**src/hw/rtl/far_pkg.sv**
```systemverilog
// ----------------------------------------------------------------------------
// far_pkg
// shared types, register codes and port tables of the flow anomaly rule checker
// ----------------------------------------------------------------------------
`default_nettype none

package far_pkg;

    localparam int SEV_FRAC_BITS_DEF = 8;
    localparam int QUEUE_DEPTH       = 2;
    localparam int CFG_IDX_W         = 4;
    localparam int CFG_DATA_W        = 32;
    localparam int DIV_W             = 72;
    localparam logic [31:0] RST_MIN   = 32'd30;
    localparam logic [26:0] US_PER_S  = 27'd1000000;

    localparam logic [CFG_IDX_W-1:0] CFG_SYN_MIN    = 4'd0;
    localparam logic [CFG_IDX_W-1:0] CFG_SYN_RATIO  = 4'd1;
    localparam logic [CFG_IDX_W-1:0] CFG_ICMP_MIN   = 4'd2;
    localparam logic [CFG_IDX_W-1:0] CFG_ICMP_RATE  = 4'd3;
    localparam logic [CFG_IDX_W-1:0] CFG_BRUTE_MIN  = 4'd4;
    localparam logic [CFG_IDX_W-1:0] CFG_BRUTE_RATE = 4'd5;
    localparam logic [CFG_IDX_W-1:0] CFG_HIGH_MIN   = 4'd6;
    localparam logic [CFG_IDX_W-1:0] CFG_HIGH_RATE  = 4'd7;

    typedef struct packed {
        logic [15:0] source_port;
        logic [15:0] dest_port;
        logic [7:0]  ip_protocol;
        logic [31:0] syn_count;
        logic [31:0] ack_count;
        logic [31:0] rst_count;
        logic [31:0] fwd_packets;
        logic [31:0] bwd_packets;
        logic [39:0] duration_us;
    } t_in_item;

    typedef struct packed {
        logic [2:0] rule_id;
        logic [8:0] severity;
        logic       last_result;
    } t_out_item;

    typedef struct packed {
        logic [31:0] syn_min_count;
        logic [7:0]  syn_ack_ratio;
        logic [31:0] icmp_min_packets;
        logic [26:0] icmp_rate;
        logic [31:0] brute_min_packets;
        logic [26:0] brute_rate;
        logic [31:0] high_rate_min_packets;
        logic [26:0] high_rate;
    } t_cfg;

    typedef struct packed {
        logic        tcp;
        logic        icmp;
        logic        s_odd;
        logic        d_odd;
        logic        login;
        logic [32:0] total;
        logic [31:0] syn;
        logic [31:0] ack_a;
        logic [31:0] rst;
        logic [39:0] dur;
    } t_cls;

    typedef enum logic [2:0] {
        RULE_PORT  = 3'd0,
        RULE_SYN   = 3'd1,
        RULE_ICMP  = 3'd2,
        RULE_BRUTE = 3'd3,
        RULE_RATE  = 3'd4,
        RULE_RST   = 3'd5,
        RULE_NONE  = 3'd6
    } t_rule;

    typedef enum logic [3:0] {
        ST_IDLE,
        ST_MSC,
        ST_MRA,
        ST_RULE,
        ST_MLO,
        ST_MHI,
        ST_MSUM,
        ST_RCMP,
        ST_DSET,
        ST_DIV,
        ST_COMMIT,
        ST_FINAL
    } t_state;

    localparam logic [8:0] PROTO_TCP  = 9'd6;
    localparam logic [8:0] PROTO_ICMP = 9'd1;

    function automatic logic is_odd_port(input logic [15:0] p);
        logic r;
        case (p) inside
            16'd4444, 16'd5555, 16'd31337, 16'd1337, 16'd12345, 16'd54321,
            16'd6666, 16'd6667, 16'd6668, 16'd6669, 16'd8888, 16'd9999: r = 1'b1;
            default: r = 1'b0;
        endcase
        return r;
    endfunction

    function automatic logic is_login_port(input logic [15:0] p);
        logic r;
        case (p) inside
            16'd21, 16'd22, 16'd23, 16'd3389, 16'd5900: r = 1'b1;
            default: r = 1'b0;
        endcase
        return r;
    endfunction

endpackage

`default_nettype wire

```
**src/hw/rtl/far_back.sv**
```systemverilog
// ----------------------------------------------------------------------------
// far_back
// rule engine: shared multiplier, bit-serial severity divider, result output
// ----------------------------------------------------------------------------
`default_nettype none

module far_back #(
    parameter int SEVERITY_FRAC_BITS = far_pkg::SEV_FRAC_BITS_DEF
) (
    input  wire logic               i_clk,
    input  wire logic               i_rst_n,
    input  wire far_pkg::t_cfg      i_cfg,
    input  wire logic               i_q_valid,
    output logic                    o_q_pop,
    input  wire far_pkg::t_cls      i_q_item,
    output logic                    o_out_valid,
    input  wire logic               i_out_stall,
    output far_pkg::t_out_item      o_out
);

    localparam int F   = SEVERITY_FRAC_BITS;
    localparam int SW  = F + 1;
    localparam int CW  = $clog2(F);
    localparam int DW  = far_pkg::DIV_W;
    localparam int SEV_HI = ((1 << F) * 4) / 5;
    localparam int SEV_LO = ((1 << F) * 3) / 5;

    far_pkg::t_state r_state, n_state;
    far_pkg::t_rule  r_rule, n_rule, r_pend_id, n_pend_id;
    far_pkg::t_cls   r_rec, n_rec;
    far_pkg::t_out_item r_out, n_out;
    logic            r_out_v, n_out_v;
    logic            r_pend_v, n_pend_v;
    logic [SW-1:0]   r_pend_sev, n_pend_sev;
    logic [SW-1:0]   r_sev, n_sev;
    logic            r_fire, n_fire;
    logic [52:0]     r_scaled, n_scaled;
    logic [39:0]     r_ra, n_ra;
    logic [46:0]     r_plo, n_plo, r_phi, n_phi;
    logic [66:0]     r_prod, n_prod;
    logic [DW-1:0]   r_num, n_num, r_den, n_den;
    logic [DW:0]     r_rem, n_rem;
    logic [CW-1:0]   r_cnt, n_cnt;

    logic [32:0]     mul_a;
    logic [26:0]     mul_b;
    logic [59:0]     mul_p;
    logic [26:0]     thr;
    logic            rate_cond;
    logic            out_free;
    logic [DW:0]     shifted;
    logic [SW+8:0]   pend_wide;

    assign mul_p     = {27'd0, mul_a} * {33'd0, mul_b};
    assign out_free  = !r_out_v || !i_out_stall;
    assign shifted   = {r_rem[DW-1:0], 1'b0};
    assign pend_wide = {9'd0, r_pend_sev};

    always_comb begin
        case (r_rule)
            far_pkg::RULE_ICMP: begin
                thr = i_cfg.icmp_rate;
                rate_cond = r_rec.icmp && (r_rec.total >= {1'b0, i_cfg.icmp_min_packets});
            end
            far_pkg::RULE_BRUTE: begin
                thr = i_cfg.brute_rate;
                rate_cond = r_rec.tcp && r_rec.login &&
                            (r_rec.total >= {1'b0, i_cfg.brute_min_packets});
            end
            default: begin
                thr = i_cfg.high_rate;
                rate_cond = (r_rec.total >= {1'b0, i_cfg.high_rate_min_packets});
            end
        endcase
    end

    always_comb begin
        n_state    = r_state;
        n_rule     = r_rule;
        n_rec      = r_rec;
        n_out      = r_out;
        n_out_v    = r_out_v && i_out_stall;
        n_pend_v   = r_pend_v;
        n_pend_id  = r_pend_id;
        n_pend_sev = r_pend_sev;
        n_sev      = r_sev;
        n_fire     = r_fire;
        n_scaled   = r_scaled;
        n_ra       = r_ra;
        n_plo      = r_plo;
        n_phi      = r_phi;
        n_prod     = r_prod;
        n_num      = r_num;
        n_den      = r_den;
        n_rem      = r_rem;
        n_cnt      = r_cnt;
        o_q_pop    = 1'b0;
        mul_a      = '0;
        mul_b      = '0;

        case (r_state)
            far_pkg::ST_IDLE: begin
                if (i_q_valid) begin
                    o_q_pop  = 1'b1;
                    n_rec    = i_q_item;
                    n_pend_v = 1'b0;
                    n_state  = far_pkg::ST_MSC;
                end
            end
            far_pkg::ST_MSC: begin
                mul_a    = r_rec.total;
                mul_b    = far_pkg::US_PER_S;
                n_scaled = mul_p[52:0];
                n_state  = far_pkg::ST_MRA;
            end
            far_pkg::ST_MRA: begin
                mul_a   = {1'b0, r_rec.ack_a};
                mul_b   = {19'd0, i_cfg.syn_ack_ratio};
                n_ra    = mul_p[39:0];
                n_rule  = far_pkg::RULE_PORT;
                n_state = far_pkg::ST_RULE;
            end
            far_pkg::ST_RULE: begin
                case (r_rule)
                    far_pkg::RULE_PORT: begin
                        n_fire  = r_rec.s_odd || r_rec.d_odd;
                        n_sev   = (r_rec.s_odd && r_rec.d_odd) ? SW'(SEV_HI) : SW'(SEV_LO);
                        n_state = far_pkg::ST_COMMIT;
                    end
                    far_pkg::RULE_SYN: begin
                        n_fire  = r_rec.tcp && (r_rec.syn >= i_cfg.syn_min_count) &&
                                  ({8'd0, r_rec.syn} >= r_ra);
                        n_num   = DW'(r_rec.syn);
                        n_den   = DW'({r_ra, 2'b00});
                        n_state = far_pkg::ST_DSET;
                    end
                    far_pkg::RULE_ICMP, far_pkg::RULE_BRUTE, far_pkg::RULE_RATE: begin
                        if (rate_cond && (r_rec.dur != 40'd0)) begin
                            n_state = far_pkg::ST_MLO;
                        end else begin
                            n_fire  = 1'b0;
                            n_state = far_pkg::ST_COMMIT;
                        end
                    end
                    far_pkg::RULE_RST: begin
                        n_fire  = r_rec.tcp && (r_rec.rst >= far_pkg::RST_MIN) &&
                                  (r_rec.total != 33'd0) &&
                                  ({r_rec.rst, 1'b0} >= r_rec.total);
                        n_num   = DW'(r_rec.rst);
                        n_den   = DW'(r_rec.total);
                        n_state = far_pkg::ST_DSET;
                    end
                    default: begin
                        n_state = far_pkg::ST_FINAL;
                    end
                endcase
            end
            far_pkg::ST_MLO: begin
                mul_a   = {6'd0, thr};
                mul_b   = {7'd0, r_rec.dur[19:0]};
                n_plo   = mul_p[46:0];
                n_state = far_pkg::ST_MHI;
            end
            far_pkg::ST_MHI: begin
                mul_a   = {6'd0, thr};
                mul_b   = {7'd0, r_rec.dur[39:20]};
                n_phi   = mul_p[46:0];
                n_state = far_pkg::ST_MSUM;
            end
            far_pkg::ST_MSUM: begin
                n_prod  = {20'd0, r_plo} + {r_phi, 20'd0};
                n_state = far_pkg::ST_RCMP;
            end
            far_pkg::ST_RCMP: begin
                n_fire = ({14'd0, r_scaled} >= r_prod);
                n_num  = DW'(r_scaled);
                if (r_rule == far_pkg::RULE_RATE) begin
                    n_den = {3'd0, r_prod, 2'b00} + {5'd0, r_prod};
                end else begin
                    n_den = {2'd0, r_prod, 3'b000} + {4'd0, r_prod, 1'b0};
                end
                n_state = far_pkg::ST_DSET;
            end
            far_pkg::ST_DSET: begin
                if (!r_fire) begin
                    n_state = far_pkg::ST_COMMIT;
                end else if ((r_den == '0) || (r_num >= r_den)) begin
                    n_sev   = SW'(1 << F);
                    n_state = far_pkg::ST_COMMIT;
                end else begin
                    n_sev   = '0;
                    n_rem   = {1'b0, r_num};
                    n_cnt   = '0;
                    n_state = far_pkg::ST_DIV;
                end
            end
            far_pkg::ST_DIV: begin
                if (shifted >= {1'b0, r_den}) begin
                    n_rem = shifted - {1'b0, r_den};
                    n_sev = {r_sev[SW-2:0], 1'b1};
                end else begin
                    n_rem = shifted;
                    n_sev = {r_sev[SW-2:0], 1'b0};
                end
                n_cnt = CW'(r_cnt + 1'b1);
                if (r_cnt == CW'(F - 1)) begin
                    n_state = far_pkg::ST_COMMIT;
                end
            end
            far_pkg::ST_COMMIT: begin
                if (!r_fire || !r_pend_v || out_free) begin
                    if (r_fire) begin
                        if (r_pend_v) begin
                            n_out.rule_id     = r_pend_id;
                            n_out.severity    = pend_wide[8:0];
                            n_out.last_result = 1'b0;
                            n_out_v           = 1'b1;
                        end
                        n_pend_v   = 1'b1;
                        n_pend_id  = r_rule;
                        n_pend_sev = r_sev;
                    end
                    if (r_rule == far_pkg::RULE_RST) begin
                        n_state = far_pkg::ST_FINAL;
                    end else begin
                        n_rule  = far_pkg::t_rule'(r_rule + 3'd1);
                        n_state = far_pkg::ST_RULE;
                    end
                end
            end
            far_pkg::ST_FINAL: begin
                if (out_free) begin
                    if (r_pend_v) begin
                        n_out.rule_id  = r_pend_id;
                        n_out.severity = pend_wide[8:0];
                    end else begin
                        n_out.rule_id  = far_pkg::RULE_NONE;
                        n_out.severity = 9'd0;
                    end
                    n_out.last_result = 1'b1;
                    n_out_v  = 1'b1;
                    n_pend_v = 1'b0;
                    n_state  = far_pkg::ST_IDLE;
                end
            end
            default: begin
                n_state = far_pkg::ST_IDLE;
            end
        endcase
    end

    always_ff @(posedge i_clk) begin
        if (!i_rst_n) begin
            r_state  <= far_pkg::ST_IDLE;
            r_out_v  <= 1'b0;
            r_pend_v <= 1'b0;
            r_rule   <= far_pkg::RULE_PORT;
        end else begin
            r_state  <= n_state;
            r_out_v  <= n_out_v;
            r_pend_v <= n_pend_v;
            r_rule   <= n_rule;
        end
        r_rec      <= n_rec;
        r_out      <= n_out;
        r_pend_id  <= n_pend_id;
        r_pend_sev <= n_pend_sev;
        r_sev      <= n_sev;
        r_fire     <= n_fire;
        r_scaled   <= n_scaled;
        r_ra       <= n_ra;
        r_plo      <= n_plo;
        r_phi      <= n_phi;
        r_prod     <= n_prod;
        r_num      <= n_num;
        r_den      <= n_den;
        r_rem      <= n_rem;
        r_cnt      <= n_cnt;
    end

    assign o_out_valid = r_out_v;
    assign o_out       = r_out;

    a_div_count: assert property (@(posedge i_clk) disable iff (!i_rst_n)
        r_state == far_pkg::ST_DIV |-> r_cnt <= CW'(F - 1))
        else $error("divider step count overrun");

    a_final_clears: assert property (@(posedge i_clk) disable iff (!i_rst_n)
        r_state == far_pkg::ST_FINAL && out_free |=> !r_pend_v && r_out_v &&
        r_out.last_result && r_state == far_pkg::ST_IDLE)
        else $error("flow not closed with a last item");

    a_none_is_last: assert property (@(posedge i_clk) disable iff (!i_rst_n)
        r_out_v && r_out.rule_id == far_pkg::RULE_NONE |->
        r_out.last_result && r_out.severity == 9'd0)
        else $error("none item malformed");

endmodule

`default_nettype wire

```
**config.mk**
```make
export PLATFORM = sky130hd
export DESIGN_NAME = far_back
export DESIGN_NICKNAME = d
export VERILOG_FILES = /design/src/hw/rtl/far_pkg.sv /design/src/hw/rtl/far_back.sv
export SDC_FILE = /design/constraint.sdc
export NUM_CORES = 2
export LEC_CHECK = 0
export ABC_AREA = 1
export BUFFER_PORTS_ARGS = -buffer_cell sky130_fd_sc_hd__buf_2
export CAP_MARGIN = 15
export CORE_MARGIN = 5
export CORE_UTILIZATION = 45
export DETAILED_ROUTE_END_ITERATION = 8
export HOLD_SLACK_MARGIN = 0.05
export SYNTH_ARGS = -nofsm -noshare
export SYNTH_HDL_FRONTEND = slang
export SYNTH_SLANG_ARGS = --single-unit
```
**constraint.sdc**
```tcl
create_clock -name i_clk -period 19.71 [get_ports i_clk]
set_input_delay 1.971 -clock i_clk [delete_from_list [all_inputs] [get_ports i_clk]]
set_output_delay 1.971 -clock i_clk [all_outputs]
set_load 0.05 [all_outputs]
```
After elaboration in Yosys (flattened, before gate mapping):

Index checks and enable logic that the tools add are counted.

* bits in registers: 691
* bits in latches: 0
* RAM bits: 0
* bits in read-only memories: 0
* input port bits: 395
* output and inout port bits: 15
* logic and storage cells: 177
* memories kept: 0

* $add $sub $neg: 6
* multipliers: 1
* divide/modulo/power cells: 0
* order comparisons: 10
* eq/ne operators: 30
* shift operators: 0
* multiplexer cells: 56
* bitwise operators: 0
* reduce and logical (&&, ||, !) cells: 44

Operators by type and width (count)
* $pmux 72 s2: 5
* $mux 72: 3
* $ge 33x32->1: 3
* $pmux 33 s3: 1
* $pmux 20 s4: 1
* $ge 73x72->1: 1
* $ge 72x72->1: 1
* $logic_not 72->1: 1
* $sub 72x72->72: 1
* $add 70x68->71: 1
* $mux 71: 1
* $add 69x67->70: 1
* $add 47x67->67: 1
* $ge 53x67->1: 1
* $pmux 27 s2: 1
* $mul 33x27->53: 1
* $mux 13: 4
* $pmux 4 s12: 1
* $ge 32x40->1: 1
* $reduce_bool 40->1: 1
* $ge 33x33->1: 1
* $reduce_bool 33->1: 1
* $ge 32x32->1: 1
* $ge 32x5->1 const B: 1
* 40 further kinds: 112

Logic depth before layout (Yosys ltp):

* word-level depth: 7
* gate-level depth with buffers: 40
* depth with buffers taken out: 36

Worst setup path after synthesis:

No wires, ideal clock.

* path kind: input-to-output
* start point: input port i_q_valid
* end point: output port o_q_pop
* data arrival time: 9.762 ns
* data required time: 17.739 ns
* setup slack: 7.977 ns
* stages on the path: 2
* buffers on the path: 0
* path through: inv_1 > nor2_1

* cells in the longest elaborated chain, start to end: 2

RTL lines
* start: declaration: RTL line far_back.sv:13 `input wire logic i_q_valid,`
* $mux 1: RTL line far_back.sv:103 `if (i_q_valid) begin`
* $mux 1: RTL line far_back.sv:101 `case (r_state)`
* end: declaration: RTL line far_back.sv:14 `output logic o_q_pop,`

Every way passes these cells.

Worst setup path in the final report:

* start point: register r_rule[0]
* end point: register r_ra[38], data pin

* cells in the longest elaborated chain, start to end: 4
* elaborated cells on any way between the ends: 5
* those cells by class: mul (1); eq/ne (2); mux (2)

RTL lines
* start: declaration: RTL line far_back.sv:29 `far_pkg::t_rule r_rule, n_rule, r_pend_id, n_pend_id;`
* start signal: assignment: RTL line far_back.sv:257 `r_rule <= far_pkg::RULE_PORT;`
* start signal: assignment: RTL line far_back.sv:262 `r_rule <= n_rule;`
* $eq 3x2->1: RTL line far_back.sv:60 `case (r_rule)`
* $pmux 27 s2 (*): RTL line far_back.sv:60
* $pmux 33 s3 (*): RTL line far_back.sv:101
* $mul 33x27->53 (*): RTL line far_back.sv:54 `assign mul_p = {27'd0, mul_a} * {33'd0, mul_b};`
* net mul_p[38]: RTL line far_back.sv:47 `logic [59:0] mul_p;`
* end signal: assignment: RTL line far_back.sv:271 `r_ra <= n_ra;`
* end: declaration: RTL line far_back.sv:38 `logic [39:0] r_ra, n_ra;`

The timed path passes the listed nets; every way through them passes the cells marked *.
A chain may end at the register's enable or synchronous reset.

==> flow_summary_export.csv <==
group,metric,value,unit
synth,synth.area.top_cells,"edfxtp_1 30%, fa_1 17%, ha_1 12%",
job,max-cap-violations,0,
finish,finalCoreUtilization,50.4,%
finish,area_delta_synth_final,11.2,%
floorplan,initial_core_util,45.3,%
power,p_leak,34.5,nW
timing,slew_headroom,17.3,%
placed_design,gp_congestion,1.00,
drt,dr.pass1.iters,7,
critical_path,critPathSlowestCell,"clkinv_1",
clocking,h-tree-depth,3,
min_path,holdPathStages,0,
power,peakVddDrop,152,uV
power,p_per_area,98.3,mW/mm^2
min_path,hold_class,"reg -> reg",
run_status,status,"complete, no violations",
timing,max_freq,96.5,MHz
synth,ys_ff_latch,671,
synth,synth-async-reset-ratio,0,%
clocking,clk_latency,0.70,ns
synth,avgSynthCellArea,8.40,sq um
floorplan,design.die.area,0.155,sq mm
drt,drtIter0Drc,4771,
timing,fin_skew,0.0755,ns
clocking,max-clock-path-buffers,3,
grt,grt_overflow,0,
drt,drc,0,
grt,first_global_vias,58000,
drt,num_vias,56600,
floorplan,io_pins,410,
clocking,cts_tree,"built",
floorplan,die_y,393,um
synth,synth_top_area_cell,"edfxtp_1",
timing,tightest_slew,1.24,ns
drt,wl,244,mm
synth,synth_top_area_share,30.1,%
critical_path,critPathCaptureType,"register",
placed_design,dp_hpwl,205,mm
floorplan,fp.coreArea,0.146,sq mm
critical_path,path_class,"reg -> reg",
clocking,root_buffer,"clkbuf_16",
timing,slew_violations,0,
floorplan,die_x,393,um
critical_path,cp_max_fo,28,
timing,hold_violations,0,
critical_path,cpPeakStageDelay,0.68,ns
timing,final.period_utilization,52.6,%
grt,grt_use_total,31.0,%
critical_path,reg2regPathDepth,32,
critical_path,critPathArrivalTime,10.72,ns
timing,grt_setup_unrepaired,"false",
synth,ys_warn_count,0,
timing,post-route-min-period,10.36,ns
clocking,cts_resized,0,
finish,drive_gt1_share,8.40,%
clocking,postCtsHoldBufs,0,
critical_path,critPathLaunchType,"register",
synth,synth_edf_count,662,
clocking,postCtsSetupBuffers,0,
synth,synthDistinctLibCells,63,
synth,synth_ff_type,"edfxtp_1",
drt,via_per_inst,5.49,
synth,syn_inst,7874,
clocking,numCtsBuffers,83,
clocking,cts_sinks,671,
synth,synth_area,0.0661,sq mm
floorplan,rows,140,
critical_path,cp.required,20.07,ns
grt,grt_max_degree,83,
timing,final.setup.tns,0,ns
synth,ys_seq_area_share,30.3,%
timing,setup_viol,0,
grt,grt_pass1_wl,362,mm
finish,layout.nets,9896,
finish,nFillCells,14300,
clocking,clk_pin_slew_worst_paths,0.06,ns
grt,antenna_found_initial,30,
drt,ant_nets,0,
drt,wl_per_cell,23.7,um
placed_design,portBuffers,409,
[final timing paths]
kind | slack, ns | end | startpoint
worst max-delay path | 9.35 | r_ra[38] | r_rule[0]
worst min-delay path | 0.36 | r_prod[13] | r_plo[13]
worst max register to register | 9.35 | r_ra[38] | r_rule[0]
worst min register to register | 0.36 | r_prod[13] | r_plo[13]
[sequential cells by signal, indices dropped and copies added (netlist names), 3 cells and up]
name,cells
r_sev,9
r_phi,47
r_ra,40
r_pend_sev,9
r_plo,47
r_rule,3
r_cnt,3
r_state,4
r_pend_id,3
r_rem,72
r_num,53
o_out,13
r_den,71
r_scaled,53
r_prod,67
r_rec,174
[synthesized netlist by cell type, types with 24 or more instances]
cell      instances
nand2_1        1484
xor2_1           97
o211ai_1         35
nand4_1          91
a31oi_1          36
ha_1            631
nor4_1           60
o221ai_1         32
a21o_1           28
inv_1          1509
a21oi_1         608
o21ai_0         309
fa_1            557
nor3_1           63
o21bai_1         31
clkbuf_1         81
nor2_1          827
o21ai_1          53
inv_2            24
edfxtp_1        662
nand3_1         263
buf_2            58
o21a_1           49
xnor2_1          88
[where the power goes]
part	total (mW)	leakage (nW)	switching, mW	internal [mW]
logic	3.49	27.0	2.38	1.11
clock network	1.59	1.38	0.653	0.935
registers	2.15	6.15	0.144	2.00
[worst max-delay path, delay by kind of cell (launching register included)]
family,cells,cell delay [ns]
fa+ha+maj,10,4.45
simple gates,10,1.83
xor+xnor,1,0.60
compound gates,2,0.78
flops,1,0.39
buf+inv,9,1.93
[area by class of cell]
type / instances / area, sq um / share of cell area [%]
diodes: 10 / 25.0 / 0.0340
inverters: 1551 / 5820 / 7.91
clock buffers: 96 / 2130 / 2.89
well taps: 1917 / 2400 / 3.26
multi-input cells: 5536 / 39900 / 54.2
clock inverters: 56 / 754 / 1.03
flip-flops and latches: 671 / 20100 / 27.3
repair buffers: 470 / 2500 / 3.40
[logic make-up (layout without fill, tap and decap cells)]
kind of cell | Yosys count | in the layout | share of synthesized area [%]
flops | 671 | 671 | 30.3
buf+inv | 1708 | 2173 | 9.88
compound gates | 1252 | 1252 | 10.7
other cells | 2 | 53 | 0.0114
xor+xnor | 185 | 185 | 2.45
fa+ha+maj | 1188 | 1188 | 28.8
simple gates | 2868 | 2868 | 17.8
[metrics by stage]
stage	std cells	power [mW]	hold slack, ns	setup slack (ns)	area, sq um
after floorplan	7915	4.37	0.400	7.98	66300
after global placement	10100	5.58	0.401	9.44	70700
after detailed placement	10100	5.62	0.405	9.47	70700
after CTS	10300	7.24	0.358	9.47	73500
after global routing	10300	7.74	0.361	8.93	73600
final	10300	7.23	0.361	9.35	73600
[routing by layer]
layer  GRT usage, %  part of all wire (%)  vias to the layer above  wire (um)
met3           4.00                   6.6                      496      16100
met2           51.0                    46                     2133     113000
met1           40.8                    41                    27600     101000
met4           14.4                   5.6                       10      13700
met5              0                 0.028                        -         69
li1               -                     -                    26400          -
[cells in the final DEF, fill, tap and decap left out, types with 49 or more instances in the layout]
cell type,synthesis,layout
ha_1,631,631
nor2_1,827,818
nand4_1,91,91
nor3_1,63,62
o21ai_1,53,53
buf_4,2,61
xor2_1,97,97
inv_1,1509,1507
fa_1,557,557
nor4_1,60,60
xnor2_1,88,88
a21oi_1,608,606
buf_2,58,409
o21ai_0,309,309
o21a_1,49,49
nand3_1,263,263
nand2_1,1484,1482
edfxtp_1,662,662
clkbuf_16,0,83
No activity file was read; power rests on OpenSTA's default activity.
